File: config.mk
export PLATFORM = sky130hd
export DESIGN_NAME = usb_rx_stream_deframer
export DESIGN_NICKNAME = d
export VERILOG_FILES = /design/src/rtl/usbrx_pkg.sv /design/src/rtl/usbrx_deframe_core.sv /design/src/rtl/usbrx_out_queue.sv /design/src/rtl/usb_rx_stream_deframer.sv
export SDC_FILE = /design/constraint.sdc
export NUM_CORES = 1
export LEC_CHECK = 0
export BUFFER_PORTS_ARGS = -buffer_cell sky130_fd_sc_hd__buf_2
export CAP_MARGIN = 20
export CORE_MARGIN = 10
export CORE_UTILIZATION = 30
export DETAILED_ROUTE_END_ITERATION = 8
export GPL_TIMING_DRIVEN = 0
export SYNTH_ARGS = -nofsm -noshare
export SYNTH_HDL_FRONTEND = slang
export SYNTH_SLANG_ARGS = --single-unit
File: constraint.sdc
create_clock -name aclk -period 3.3 [get_ports aclk]
set_clock_uncertainty 0.15 [all_clocks]
set_input_delay 0.99 -clock aclk [delete_from_list [all_inputs] [get_ports aclk]]
set_output_delay 0.99 -clock aclk [all_outputs]
set_load 0.01 [all_outputs]
File: src/rtl/usbrx_pkg.sv
// Shared types and constants for the USB receive stream deframer.
// Used by the deframing core, the output queue and the top level; no dependencies.
`timescale 1ns / 1ps

package usbrx_pkg;

    // Widths of the stream fields and configuration registers.
    localparam int unsigned BYTE_W  = 8;
    localparam int unsigned LEN_W   = 16;
    localparam int unsigned TAG_W   = 16;
    localparam int unsigned CFG_W   = 16;
    localparam int unsigned CFG_IDX_W = 1;

    // Configuration register indexes.
    localparam logic [CFG_IDX_W-1:0] CFG_STREAM_TAG    = 1'b0;
    localparam logic [CFG_IDX_W-1:0] CFG_MAX_FRAME_LEN = 1'b1;

    // Configuration reset values.
    localparam logic [TAG_W-1:0] STREAM_TAG_RESET    = 16'd19968;
    localparam logic [LEN_W-1:0] MAX_FRAME_LEN_RESET = 16'd2048;

    // Result kinds.
    localparam logic KIND_PAYLOAD = 1'b0;
    localparam logic KIND_BAD_TAG = 1'b1;

    // Header byte positions collected before the last tag byte arrives.
    localparam logic [1:0] HDR_LEN_LO = 2'd0;
    localparam logic [1:0] HDR_LEN_HI = 2'd1;
    localparam logic [1:0] HDR_TAG_LO = 2'd2;
    localparam logic [1:0] HDR_TAG_HI = 2'd3;

    // Deframer phase.
    typedef enum logic [1:0] {
        PH_HUNT    = 2'd0,
        PH_PAYLOAD = 2'd1,
        PH_PAD     = 2'd2,
        PH_SKIP    = 2'd3
    } phase_t;

    // One result word.
    typedef struct packed {
        logic              event_kind;
        logic [BYTE_W-1:0] payload_byte;
        logic              frame_first;
        logic              frame_last;
    } result_t;

endpackage

File: src/rtl/usbrx_deframe_core.sv
// Deframing core: configuration registers, deframer state and the per-byte step.
// Depends on usbrx_pkg; feeds at most one result word per accepted byte to the output queue.
`timescale 1ns / 1ps

module usbrx_deframe_core
    import usbrx_pkg::*;
(
    input  logic                 aclk,
    input  logic                 aresetn,
    input  logic                 cfg_wr_en,
    input  logic [CFG_IDX_W-1:0] cfg_index,
    input  logic [CFG_W-1:0]     cfg_data,
    input  logic                 in_accept,
    input  logic [BYTE_W-1:0]    in_byte,
    input  logic                 in_eot,
    output logic                 res_push,
    output result_t              res_word
);

    logic [TAG_W-1:0] stream_tag_reg;
    logic [LEN_W-1:0] max_frame_len_reg;

    phase_t      phase_reg, phase_next;
    logic [23:0] hdr_shift_reg, hdr_shift_next;
    logic [1:0]  hdr_count_reg, hdr_count_next;
    logic [LEN_W-1:0] bytes_rem_reg, bytes_rem_next;
    logic [1:0]  seg_mod4_reg, seg_mod4_next;
    logic [1:0]  pad_left_reg, pad_left_next;
    logic        keep_frame_reg, keep_frame_next;
    logic        frame_start_reg, frame_start_next;

    // Configuration registers, to be written only while the block is idle (the block does not enforce this).
    always_ff @(posedge aclk) begin
        if (!aresetn) begin
            stream_tag_reg    <= STREAM_TAG_RESET;
            max_frame_len_reg <= MAX_FRAME_LEN_RESET;
        end else if (cfg_wr_en) begin
            unique case (cfg_index)
                CFG_STREAM_TAG:    stream_tag_reg    <= cfg_data[TAG_W-1:0];
                CFG_MAX_FRAME_LEN: max_frame_len_reg <= cfg_data[LEN_W-1:0];
                default: ;
            endcase
        end
    end

    // Deframer state registers.
    always_ff @(posedge aclk) begin
        if (!aresetn) begin
            phase_reg       <= PH_HUNT;
            hdr_shift_reg   <= '0;
            hdr_count_reg   <= '0;
            bytes_rem_reg   <= '0;
            seg_mod4_reg    <= '0;
            pad_left_reg    <= '0;
            keep_frame_reg  <= 1'b0;
            frame_start_reg <= 1'b0;
        end else if (in_accept) begin
            phase_reg       <= phase_next;
            hdr_shift_reg   <= hdr_shift_next;
            hdr_count_reg   <= hdr_count_next;
            bytes_rem_reg   <= bytes_rem_next;
            seg_mod4_reg    <= seg_mod4_next;
            pad_left_reg    <= pad_left_next;
            keep_frame_reg  <= keep_frame_next;
            frame_start_reg <= frame_start_next;
        end
    end

    // One step of the deframer for the byte at the input.
    always_comb begin
        logic [LEN_W-1:0] hdr_len;
        logic [TAG_W-1:0] hdr_tag;
        logic             last_byte;
        logic [1:0]       seg_inc;

        hdr_len   = hdr_shift_reg[15:0];
        hdr_tag   = {in_byte, hdr_shift_reg[23:16]};
        last_byte = (bytes_rem_reg <= LEN_W'(1));
        seg_inc   = seg_mod4_reg + 2'd1;

        phase_next       = phase_reg;
        hdr_shift_next   = hdr_shift_reg;
        hdr_count_next   = hdr_count_reg;
        bytes_rem_next   = bytes_rem_reg;
        seg_mod4_next    = seg_mod4_reg;
        pad_left_next    = pad_left_reg;
        keep_frame_next  = keep_frame_reg;
        frame_start_next = frame_start_reg;
        res_push         = 1'b0;
        res_word         = '0;

        unique case (phase_reg)
            PH_HUNT: begin
                if (hdr_count_reg != HDR_TAG_HI) begin
                    // Collect one of the first three header bytes.
                    case (hdr_count_reg)
                        HDR_LEN_LO: hdr_shift_next[7:0]   = in_byte;
                        HDR_LEN_HI: hdr_shift_next[15:8]  = in_byte;
                        default:    hdr_shift_next[23:16] = in_byte;
                    endcase
                    hdr_count_next = hdr_count_reg + 2'd1;
                    if (in_eot) begin
                        hdr_shift_next = '0;
                        hdr_count_next = '0;
                    end
                end else begin
                    // Last tag byte: the header is complete.
                    hdr_shift_next = '0;
                    hdr_count_next = '0;
                    if (hdr_tag != stream_tag_reg) begin
                        res_push            = 1'b1;
                        res_word.event_kind = KIND_BAD_TAG;
                        phase_next          = in_eot ? PH_HUNT : PH_SKIP;
                    end else begin
                        bytes_rem_next   = hdr_len;
                        keep_frame_next  = (hdr_len <= max_frame_len_reg);
                        frame_start_next = 1'b1;
                        seg_mod4_next    = '0;
                        phase_next       = (hdr_len == '0) ? PH_HUNT : PH_PAYLOAD;
                    end
                end
            end
            PH_PAYLOAD: begin
                if (keep_frame_reg) begin
                    res_push              = 1'b1;
                    res_word.event_kind   = KIND_PAYLOAD;
                    res_word.payload_byte = in_byte;
                    res_word.frame_first  = frame_start_reg;
                    res_word.frame_last   = last_byte;
                end
                frame_start_next = 1'b0;
                bytes_rem_next   = last_byte ? '0 : bytes_rem_reg - LEN_W'(1);
                seg_mod4_next    = seg_inc;
                if (last_byte) begin
                    // Padding up to the next 4-byte boundary of the segment.
                    pad_left_next = 2'd0 - seg_inc;
                    phase_next    = (in_eot || seg_inc == 2'd0) ? PH_HUNT : PH_PAD;
                end
            end
            PH_PAD: begin
                pad_left_next = pad_left_reg - 2'd1;
                if (pad_left_next == 2'd0 || in_eot) begin
                    phase_next = PH_HUNT;
                end
            end
            PH_SKIP: begin
                if (in_eot) begin
                    phase_next = PH_HUNT;
                end
            end
            default: phase_next = PH_HUNT;
        endcase

        // Segment alignment restarts with each transfer.
        if (in_eot) begin
            seg_mod4_next = '0;
        end

        res_push = res_push & in_accept;
    end

    // Header bytes are only held while hunting.
    assert property (@(posedge aclk) disable iff (!aresetn)
        (phase_reg != PH_HUNT) |-> (hdr_count_reg == 2'd0))
        else $error("header count nonzero outside hunt phase");

    // A payload phase always has bytes left to take.
    assert property (@(posedge aclk) disable iff (!aresetn)
        (phase_reg == PH_PAYLOAD) |-> (bytes_rem_reg != '0))
        else $error("payload phase with no bytes remaining");

    // The padding phase always has padding left to skip.
    assert property (@(posedge aclk) disable iff (!aresetn)
        (phase_reg == PH_PAD) |-> (pad_left_reg != 2'd0))
        else $error("padding phase with no padding left");

    // A bad tag result carries no frame marks.
    assert property (@(posedge aclk) disable iff (!aresetn)
        (res_push && res_word.event_kind == KIND_BAD_TAG)
            |-> (!res_word.frame_first && !res_word.frame_last))
        else $error("bad tag result with frame marks");

endmodule

File: src/rtl/usbrx_out_queue.sv
// Two-word output stage: a result register with a skid register behind it.
// Depends on usbrx_pkg; lets the core take a byte while a result waits downstream.
`timescale 1ns / 1ps

module usbrx_out_queue
    import usbrx_pkg::*;
(
    input  logic    aclk,
    input  logic    aresetn,
    input  logic    push,
    input  result_t push_word,
    output logic    room,
    output logic    out_valid,
    input  logic    out_ready,
    output result_t out_word
);

    logic    out_valid_reg, out_valid_next;
    logic    skid_valid_reg, skid_valid_next;
    result_t out_word_reg, out_word_next;
    result_t skid_word_reg, skid_word_next;
    logic    refill;

    assign room      = !skid_valid_reg;
    assign out_valid = out_valid_reg;
    assign out_word  = out_word_reg;

    // Move words forward whenever the result register empties.
    always_comb begin
        refill          = !out_valid_reg || out_ready;
        out_word_next   = out_word_reg;
        skid_word_next  = skid_word_reg;
        if (refill) begin
            out_valid_next  = skid_valid_reg || push;
            skid_valid_next = skid_valid_reg && push;
            out_word_next   = skid_valid_reg ? skid_word_reg : push_word;
            if (skid_valid_reg && push) begin
                skid_word_next = push_word;
            end
        end else begin
            out_valid_next  = 1'b1;
            skid_valid_next = skid_valid_reg || push;
            if (push) begin
                skid_word_next = push_word;
            end
        end
    end

    always_ff @(posedge aclk) begin
        if (!aresetn) begin
            out_valid_reg  <= 1'b0;
            skid_valid_reg <= 1'b0;
        end else begin
            out_valid_reg  <= out_valid_next;
            skid_valid_reg <= skid_valid_next;
        end
    end

    always_ff @(posedge aclk) begin
        out_word_reg  <= out_word_next;
        skid_word_reg <= skid_word_next;
    end

    // The skid register only fills behind a held result.
    assert property (@(posedge aclk) disable iff (!aresetn)
        skid_valid_reg |-> out_valid_reg)
        else $error("skid word without a result word");

    // No word arrives while both slots are full.
    assert property (@(posedge aclk) disable iff (!aresetn)
        !(push && skid_valid_reg))
        else $error("push into a full output stage");

    // A stalled result word is followed by a full skid only if a word was pushed.
    assert property (@(posedge aclk) disable iff (!aresetn)
        (out_valid_reg && !out_ready && !push && !skid_valid_reg) |=> !skid_valid_reg)
        else $error("skid filled without a push");

endmodule

File: src/rtl/usb_rx_stream_deframer.sv
// Top level of the USB receive stream deframer.
// Depends on usbrx_pkg, usbrx_deframe_core and usbrx_out_queue.
`timescale 1ns / 1ps

// The deframer takes one received byte per clock and finds length-prefixed
// frames: a 4-byte header (16-bit little-endian length, 16-bit tag) followed
// by the payload and padding to a 4-byte boundary within the transfer. Each
// byte is handled in the cycle it is accepted. s_tready falls only when
// both words of the output stage (result register and skid register) are
// full, so with m_tready held high the block sustains one byte per clock.
// Payload bytes of frames up to max_frame_len come out with first and last
// marks; a header with a wrong tag gives one error word and the rest of that
// transfer is dropped. Configuration is written through cfg_wr_en; the user
// writes it only while the stream is idle; the block does not enforce this.

module usb_rx_stream_deframer
    import usbrx_pkg::*;
(
    input  logic                 aclk,
    input  logic                 aresetn,
    // Configuration write port.
    input  logic                 cfg_wr_en,
    input  logic [CFG_IDX_W-1:0] cfg_index,
    input  logic [CFG_W-1:0]     cfg_data,
    // Received byte stream.
    input  logic                 s_tvalid,
    output logic                 s_tready,
    input  logic [7:0]           s_tdata,   // [7:0] data_byte
    input  logic                 s_tlast,   // end_of_transfer
    // Deframed output.
    output logic                 m_tvalid,
    input  logic                 m_tready,
    output logic [7:0]           m_tdata,   // [7:0] payload_byte
    output logic [1:0]           m_tuser,   // [0] event_kind, [1] frame_first
    output logic                 m_tlast    // frame_last
);

    logic    in_accept;
    logic    res_push;
    result_t res_word;
    result_t out_word;
    logic    room;

    assign in_accept = s_tvalid && room;
    assign s_tready  = room;

    // Per-byte deframing step and state.
    usbrx_deframe_core u_core (
        .aclk      (aclk),
        .aresetn   (aresetn),
        .cfg_wr_en (cfg_wr_en),
        .cfg_index (cfg_index),
        .cfg_data  (cfg_data),
        .in_accept (in_accept),
        .in_byte   (s_tdata),
        .in_eot    (s_tlast),
        .res_push  (res_push),
        .res_word  (res_word)
    );

    // Output register with skid.
    usbrx_out_queue u_out (
        .aclk      (aclk),
        .aresetn   (aresetn),
        .push      (res_push),
        .push_word (res_word),
        .room      (room),
        .out_valid (m_tvalid),
        .out_ready (m_tready),
        .out_word  (out_word)
    );

    // Pack the result word onto the stream ports.
    assign m_tdata = out_word.payload_byte;
    assign m_tuser = {out_word.frame_first, out_word.event_kind};
    assign m_tlast = out_word.frame_last;

endmodule

==> results of run 1 <==
kinds of logic (layout without fill, tap and decap cells):
| kind of cell | after synthesis | count (layout) | share of synthesized area [%] |
|---|---|---|---|
| AND/OR/NAND/NOR | 239 | 239 | 22.1 |
| AO/OA/AOI/OAI | 125 | 125 | 14.7 |
| flip-flops | 106 | 106 | 45.6 |
| buffers and inverters | 60 | 117 | 4.48 |
| adder cells (fa/ha/maj) | 23 | 23 | 5.60 |
| XOR/XNOR | 22 | 22 | 3.75 |
| multiplexers | 18 | 18 | 3.77 |
power groups by stage:
stage               combinational, W  clock [W]  sequential [W]
floorplan                   0.000149          0         0.00139
global placement            0.000230          0         0.00140
detailed placement          0.000231          0         0.00140
CTS                         0.000234    0.00119         0.00137
global route                0.000267    0.00125         0.00138
finish                      0.000234    0.00117         0.00137
worst min path at each step:
| stage | startpoint | to | slack, ns | cells after the start |
|---|---|---|---|---|
| 2_1_floorplan | u_core.frame_start_reg$_SDFFE_PN0P_ | u_core.frame_start_reg$_SDFFE_PN0P_ | 0.27 | 1 |
| 3_3_place_gp | u_core.frame_start_reg$_SDFFE_PN0P_ | u_core.frame_start_reg$_SDFFE_PN0P_ | 0.28 | 1 |
| 3_5_place_dp | u_core.frame_start_reg$_SDFFE_PN0P_ | u_core.frame_start_reg$_SDFFE_PN0P_ | 0.28 | 1 |
| 4_1_cts | u_core.frame_start_reg$_SDFFE_PN0P_ | u_core.frame_start_reg$_SDFFE_PN0P_ | 0.30 | 1 |
| 5_1_grt | u_core.frame_start_reg$_SDFFE_PN0P_ | u_core.frame_start_reg$_SDFFE_PN0P_ | 0.31 | 1 |
| 6_report | u_core.frame_start_reg$_SDFFE_PN0P_ | u_core.frame_start_reg$_SDFFE_PN0P_ | 0.30 | 1 |
per-layer routing:
layer | vias up | part of all wire, %
met5 | - | 0
met4 | 0 | 2.1
met3 | 22 | 5.3
met2 | 118 | 48
met1 | 2027 | 45
li1 | 2203 | -
Yosys cell counts (2+ instances only):
cell,n,area share (%)
o31a_1,2,0.34
a221oi_1,3,0.51
nor2_1,26,1.9
and3_1,10,1.2
nand2b_1,5,0.61
mux2i_1,7,1.4
or4_4,2,0.44
and4_1,2,0.34
a221o_1,7,1.4
nand4_1,13,1.6
ha_1,23,5.6
clkbuf_1,26,1.9
o21ai_2,2,0.34
or3_1,5,0.61
a211oi_1,2,0.29
and2_1,5,0.61
inv_1,30,2.2
xnor2_1,22,3.7
edfxtp_1,22,13
dfxtp_1,84,33
o21ai_1,4,0.39
nand2_1,113,8.3
nor3_1,9,0.88
o31ai_1,2,0.29
or4_1,2,0.29
o211ai_1,2,0.29
o311ai_1,2,0.34
nor4_1,9,1.1
o21a_1,4,0.58
nand3_1,26,2.5
mux2_2,11,2.4
a21oi_1,68,6.6
o21ai_0,18,1.8
nor2b_1,5,0.61
final cells by class:
cell class	count	area (µm²)	share of cell area [%]
buffer	29	114	1.91
sequential	106	2340	39.4
tap	220	275	4.63
clock inverter	7	91.3	1.54
clock buffer	9	225	3.79
inverter	31	116	1.96
timing repair buffer	41	205	3.45
multi-input combinational	427	2580	43.3
metrics by stage:
stage / setup WS (ns) / area, µm² / util (%) / hold WS (ns)
after global routing: 0.0360 / 5950 / 35.6 / 0.312
after detailed placement: -0.517 / 5620 / 33.7 / 0.284
after CTS: 0.164 / 5950 / 35.6 / 0.302
after floorplan: 0.399 / 5140 / - / 0.268
final: 0.158 / 5950 / 35.6 / 0.300
after global placement: -0.477 / 5620 / 33.7 / 0.285
cells in the final DEF (no fill, tap or decap), types with 9 or more instances in the layout:
cell type  synthesis  final
a21oi_1           68     68
edfxtp_1          22     22
and3_1            10     10
mux2_2            11     11
clkbuf_1          26     26
buf_2              1     42
clkbuf_16          0      9
nand4_1           13     13
ha_1              23     23
nand2_1          113    113
nor3_1             9      9
nor2_1            26     26
inv_1             30     30
o21ai_0           18     18
nand3_1           26     26
dfxtp_1           84     84
xnor2_1           22     22
nor4_1             9      9
==> impl_results.md, run 1 <==
* Status: complete, no violations
* Row count at 47
* Post-DR wirelength/cell at 15.9 µm
* Share of total power in combinational logic at 8.4%
* Min Clock Period, post-route at 3.14 ns
* Final Non-Filler Cells at 870
* CP cell instances: buf_2, xnor2_1, nand4_1, nor4_4, nor4b_1, o21a_1, and2_1
* Maxcap violations at 0
* Met3 Use GR at 2.95%
* M1 GR Usage at 15.8%
* Grt ovf at 0
* Most utilized layer in the global route result: met2
* Fin. max-slew vios at 0
* Final Hold Viols at 0
* Post-CTS Hold Buffers at 0
* Worst r2r path cells at 6
* Final setup viols at 0
* Routed vias at 4370
* IO Pins at 44
* Syn nets at 647
* Max Buffers Root-to-Sink at 2
* Slowest stage delay, CP at 0.69 ns
* Async SR Flop Fraction at 0%
* Syn Area/Cell at 8.67 µm²
* Cell family contributing the most delay on the critical path: simple AND/OR/NAND/NOR gates
* GRT Util Overall at 12.5%
* Fillers at 1802
* Fin Setup TNS at 0 ns
* TritonRoute pass-1 iters at 5
* Num CTS Buffers at 9
* Pwr Total at 0.00277 W
* TritonCTS clock tree: built
* Final nets at 699
* PortBufs at 41
* Clk root buf: clkbuf_16
* Leak at 2.33 nW
* Setup crit start kind: primary input
* Number of antenna diodes at 0
* Final period util at 95.2%
* Logic depth of the worst path, buffers included at 7
* Crit. End Element: flop
* Power density cells at 466 nW/µm²
* Number of antenna violations at the first check in global routing at 0
* Post-DP HPWL at 10500 µm
* Critical-path maximum fanout at 11
* Initial Util at 30.8%
* R2r setup slk at 0.53 ns
* Post-Route WL at 13800 µm
* Clk pwr share at 42.1%
* #FFs+latches synth at 106
* CP Buf/Inv Count at 1
* Post-synthesis sequential area ratio at 45.6%
* Core Footprint at 16700 µm²
* Number of DRC markers in iteration 0 at 262
* Ratio of cells with drive above 1 in the final layout at 12.0%
* FF-to-FF End: u_out.skid_word_reg[7]$_DFFE_PP_
* Reg-to-Reg Start: u_core.stream_tag_reg[2]$_SDFFE_PN0P_
* Syn Inst Count at 593
* Number of global-route vias before repair at 4215
* Top FF cell, synth: dfxtp_1
* Worst min path class: reg -> reg
* Critical path data arrival time at 3.03 ns
* Synth cell types at 54
* First-pass GRT wire length at 22500 µm
* Worst Tran Pin Value at 1.13 ns
* Ys Warns at 0
* RSZ-0062 raised after global routing: false
* Clk slew on worst S/H paths at 0.07 ns
* CP Capture Point: u_out.skid_word_reg[7]$_DFFE_PP_
* Number of H-tree levels at 3
* Worst VDD drop at 0.000300 V
* Cell Area, Synth at 5140 µm²
* Die W at 151 µm
* Max_slew headroom at 24.3%
* Clock sink count at 106
* Largest net degree at the start of global routing at 18
* Gp weighted congestion at 0.855
* Number of flops mapped to enable cells by yosys at 22
* Crit path required time at 3.19 ns
* Die H at 151 µm
* Seq pwr share at 49.5%
* Clock latency on the worst-skew pair at 0.36 ns
* Area growth from synthesis to layout at 15.7%
* Placed cell count at 854
* Grt met2 use at 20.2%
* Switching Share at 24.5%
* Switching pwr at 0.000679 W
* Crit path from: s_tdata[1]
* Max reg flops at 24
* Post-route ant nets at 0
* Critical path type: in -> reg
* Cell internal pwr at 0.00209 W
* Slowest cell on the critical path: nor4_4
* Via density at 5.02
* Die Footprint at 22800 µm²
* Fmax at 318 MHz
* PostCTS Resize Cnt at 1
* Setup Fix Bufs, Post-CTS at 0
* Drc violations at 0
No activity file was read; power rests on OpenSTA's default activity.
==> inputs of run 2 (changes only) <==
Settings changed: CAP_MARGIN 20 to 5, PLACE_DENSITY_LB_ADDON set to 0.05.
==> impl_results.md, run 2 (synthesized netlist as in run 1, its figures left out) <==
* Crit. End Element: flop
* Min Clock Period, post-route at 3.09 ns (-0.0529 ns)
* Core Footprint at 16700 µm² (unchanged)
* Place WS at -0.466 ns (+0.0519 ns)
* Placed cell count at 854 (unchanged)
* Die H at 151 µm (unchanged)
* Status: complete, no violations
* Setup crit start kind: primary input
* Slowest stage delay, CP at 0.72 ns (+0.03 ns)
* Number of DRC markers in iteration 0 at 299 (+14%)
* Clock latency on the worst-skew pair at 0.35 ns (about the same)
* Worst min path class: reg -> reg
* Gp weighted congestion at 0.827 (-3.3%)
* First-pass GRT wire length at 24800 µm (+10%)
* Drc violations at 0 (unchanged)
* Critical path type: in -> reg
* Initial Util at 30.8% (unchanged)
* Core Util, Final at 35.4% (-0.22 points)
* Clock sink count at 106 (unchanged)
* Final setup viols at 0 (unchanged)
* IO Pins at 44 (unchanged)
* Fmax at 324 MHz (+1.7%)
* Pwr Total at 0.00266 W (-4.1%)
* PortBufs at 41 (unchanged)
* Number of antenna violations at the first check in global routing at 0 (unchanged)
* RSZ-0062 raised after global routing: false
* Commonest non-fill, non-tap cell in the layout: nand2_1
* Post-DR wirelength/cell at 17.8 µm (+12%)
* Max_slew headroom at 30.7% (+6.4 points)
* Post-route ant nets at 0 (unchanged)
* Critical path data arrival time at 2.97 ns (-0.06 ns)
* Slowest cell on the critical path: nor4_4
* GRT Util Overall at 14.0% (+1.4 points)
* Crit path required time at 3.19 ns (about the same)
* TritonCTS clock tree: built
* Max Buffers Root-to-Sink at 2 (unchanged)
* Number of H-tree levels at 3 (unchanged)
* Post-Route WL at 15500 µm (+12%)
* Max reg flops at 24 (unchanged)
* Area growth from synthesis to layout at 14.9%
* Die W at 151 µm (unchanged)
* Number of global-route vias before repair at 4422 (+4.9%)
* Largest net degree at the start of global routing at 18 (unchanged)
* Clk root buf: clkbuf_16
* Fin. max-slew vios at 0 (unchanged)
* Worst VDD drop at 0.000259 V (-14%)
* Final nets at 699 (unchanged)
* TritonRoute pass-1 iters at 6 (+1)
* Final Hold Viols at 0 (unchanged)
* Post-DP HPWL at 11900 µm (+13%)
* Routed vias at 4369 (-0.023%)
* Maxcap violations at 0 (unchanged)
* Worst Tran Pin Value at 1.03 ns (-0.0950 ns)
* Final period util at 93.6% (-1.6 points)
* Power density cells at 450 nW/µm² (-3.5%)
* CP cell instances: buf_2, xnor2_1, nand4_1, nor4_4, nor4b_1, o21a_1, and2_1
* Via density at 5.02 (about the same)
* Row count at 47 (unchanged)
* Final Non-Filler Cells at 870 (unchanged)
* Leak at 2.31 nW (-0.73%)
* Die Footprint at 22800 µm² (unchanged)
* Slack of the critical path at 0.211 ns (+0.0529 ns)
* Clk slew on worst S/H paths at 0.08 ns (about the same)
* Min Hold Slack at 0.305 ns (+0.00532 ns)
* Critical-path maximum fanout at 11 (unchanged)
* Num CTS Buffers at 9 (unchanged)
* Grt ovf at 0 (unchanged)
* Ratio of cells with drive above 1 in the final layout at 12.0% (unchanged)
* Commonest cells after routing, fill and taps aside: nand2_1, dfxtp_1, a21oi_1
* Number of antenna diodes at 0 (unchanged)
run 2: changes by cell type in the layout (fill, tap and decap cells not counted):
cell | previous run | this run
clkbuf_8 | 0 | 1
clkinv_1 | 1 | 0
bufinv_16 | 2 | 0
clkbuf_1 | 26 | 27
inv_6 | 1 | 2
run 2: layout make-up:
class / count / area, µm²
buffer: 29 / 114
clock buffer: 11 / 243
clock inverter: 5 / 36.3
fill: 1798 / 10800
inverter: 31 / 116
multi-input combinational: 427 / 2580
sequential: 106 / 2340
tap: 220 / 275
timing repair buffer: 41 / 205
run 2: power breakdown:
part,internal [W],leakage (nW),switching [W]
logic,0.0000831,1.26,0.000154
registers,0.00135,0.909,0.0000278
clock network,0.000538,0.140,0.000508
run 2: metal layers:
| layer | GRT usage, % | routed length [µm] |
|---|---|---|
| met3 | 2.89 | 648 |
| met4 | 3.66 | 159 |
| met1 | 18.2 | 7370 |
| met5 | 0 | 0 |
| met2 | 23.0 | 7310 |
run 2: path summary, 6_finish.rpt:
path / startpoint / endpoint / slack (ns) / depth (start not counted)
setup reg to reg: u_core.bytes_rem_reg[7]$_SDFFE_PN0P_ / u_core.bytes_rem_reg[0]$_SDFFE_PN0P_ / 0.63 / 6
hold / removal: u_core.max_frame_len_reg[10]$_SDFFE_PN0P_ / u_core.max_frame_len_reg[10]$_SDFFE_PN0P_ / 0.31 / 2
setup / recovery: s_tdata[0] / u_out.skid_word_reg[1]$_DFFE_PP_ / 0.21 / 7
hold reg to reg: u_core.max_frame_len_reg[10]$_SDFFE_PN0P_ / u_core.max_frame_len_reg[10]$_SDFFE_PN0P_ / 0.31 / 2
run 2: what timing repair did:
action                                 in CTS  in global routing
gates resized for setup                     1                  0
setup endpoints to repair                  18                  0
endpoints found under the hold margin       0                  0
hold buffers                                0                  0
buffers inserted                            0                  0
run 2: worst max-delay path, delay by kind of cell:
kind	cells	cell delay, ns
AND/OR/NAND/NOR	4	1.40
AO/OA/AOI/OAI	1	0.24
buffers and inverters	1	0.19
XOR/XNOR	1	0.14
run 2: per-stage QoR:
stage	instance area (µm²)	TNS [ns]
floorplan	5140	0
global placement	5620	-10.85
detailed placement	5620	-10.78
CTS	5910	0
global route	5910	0
finish	5910	0
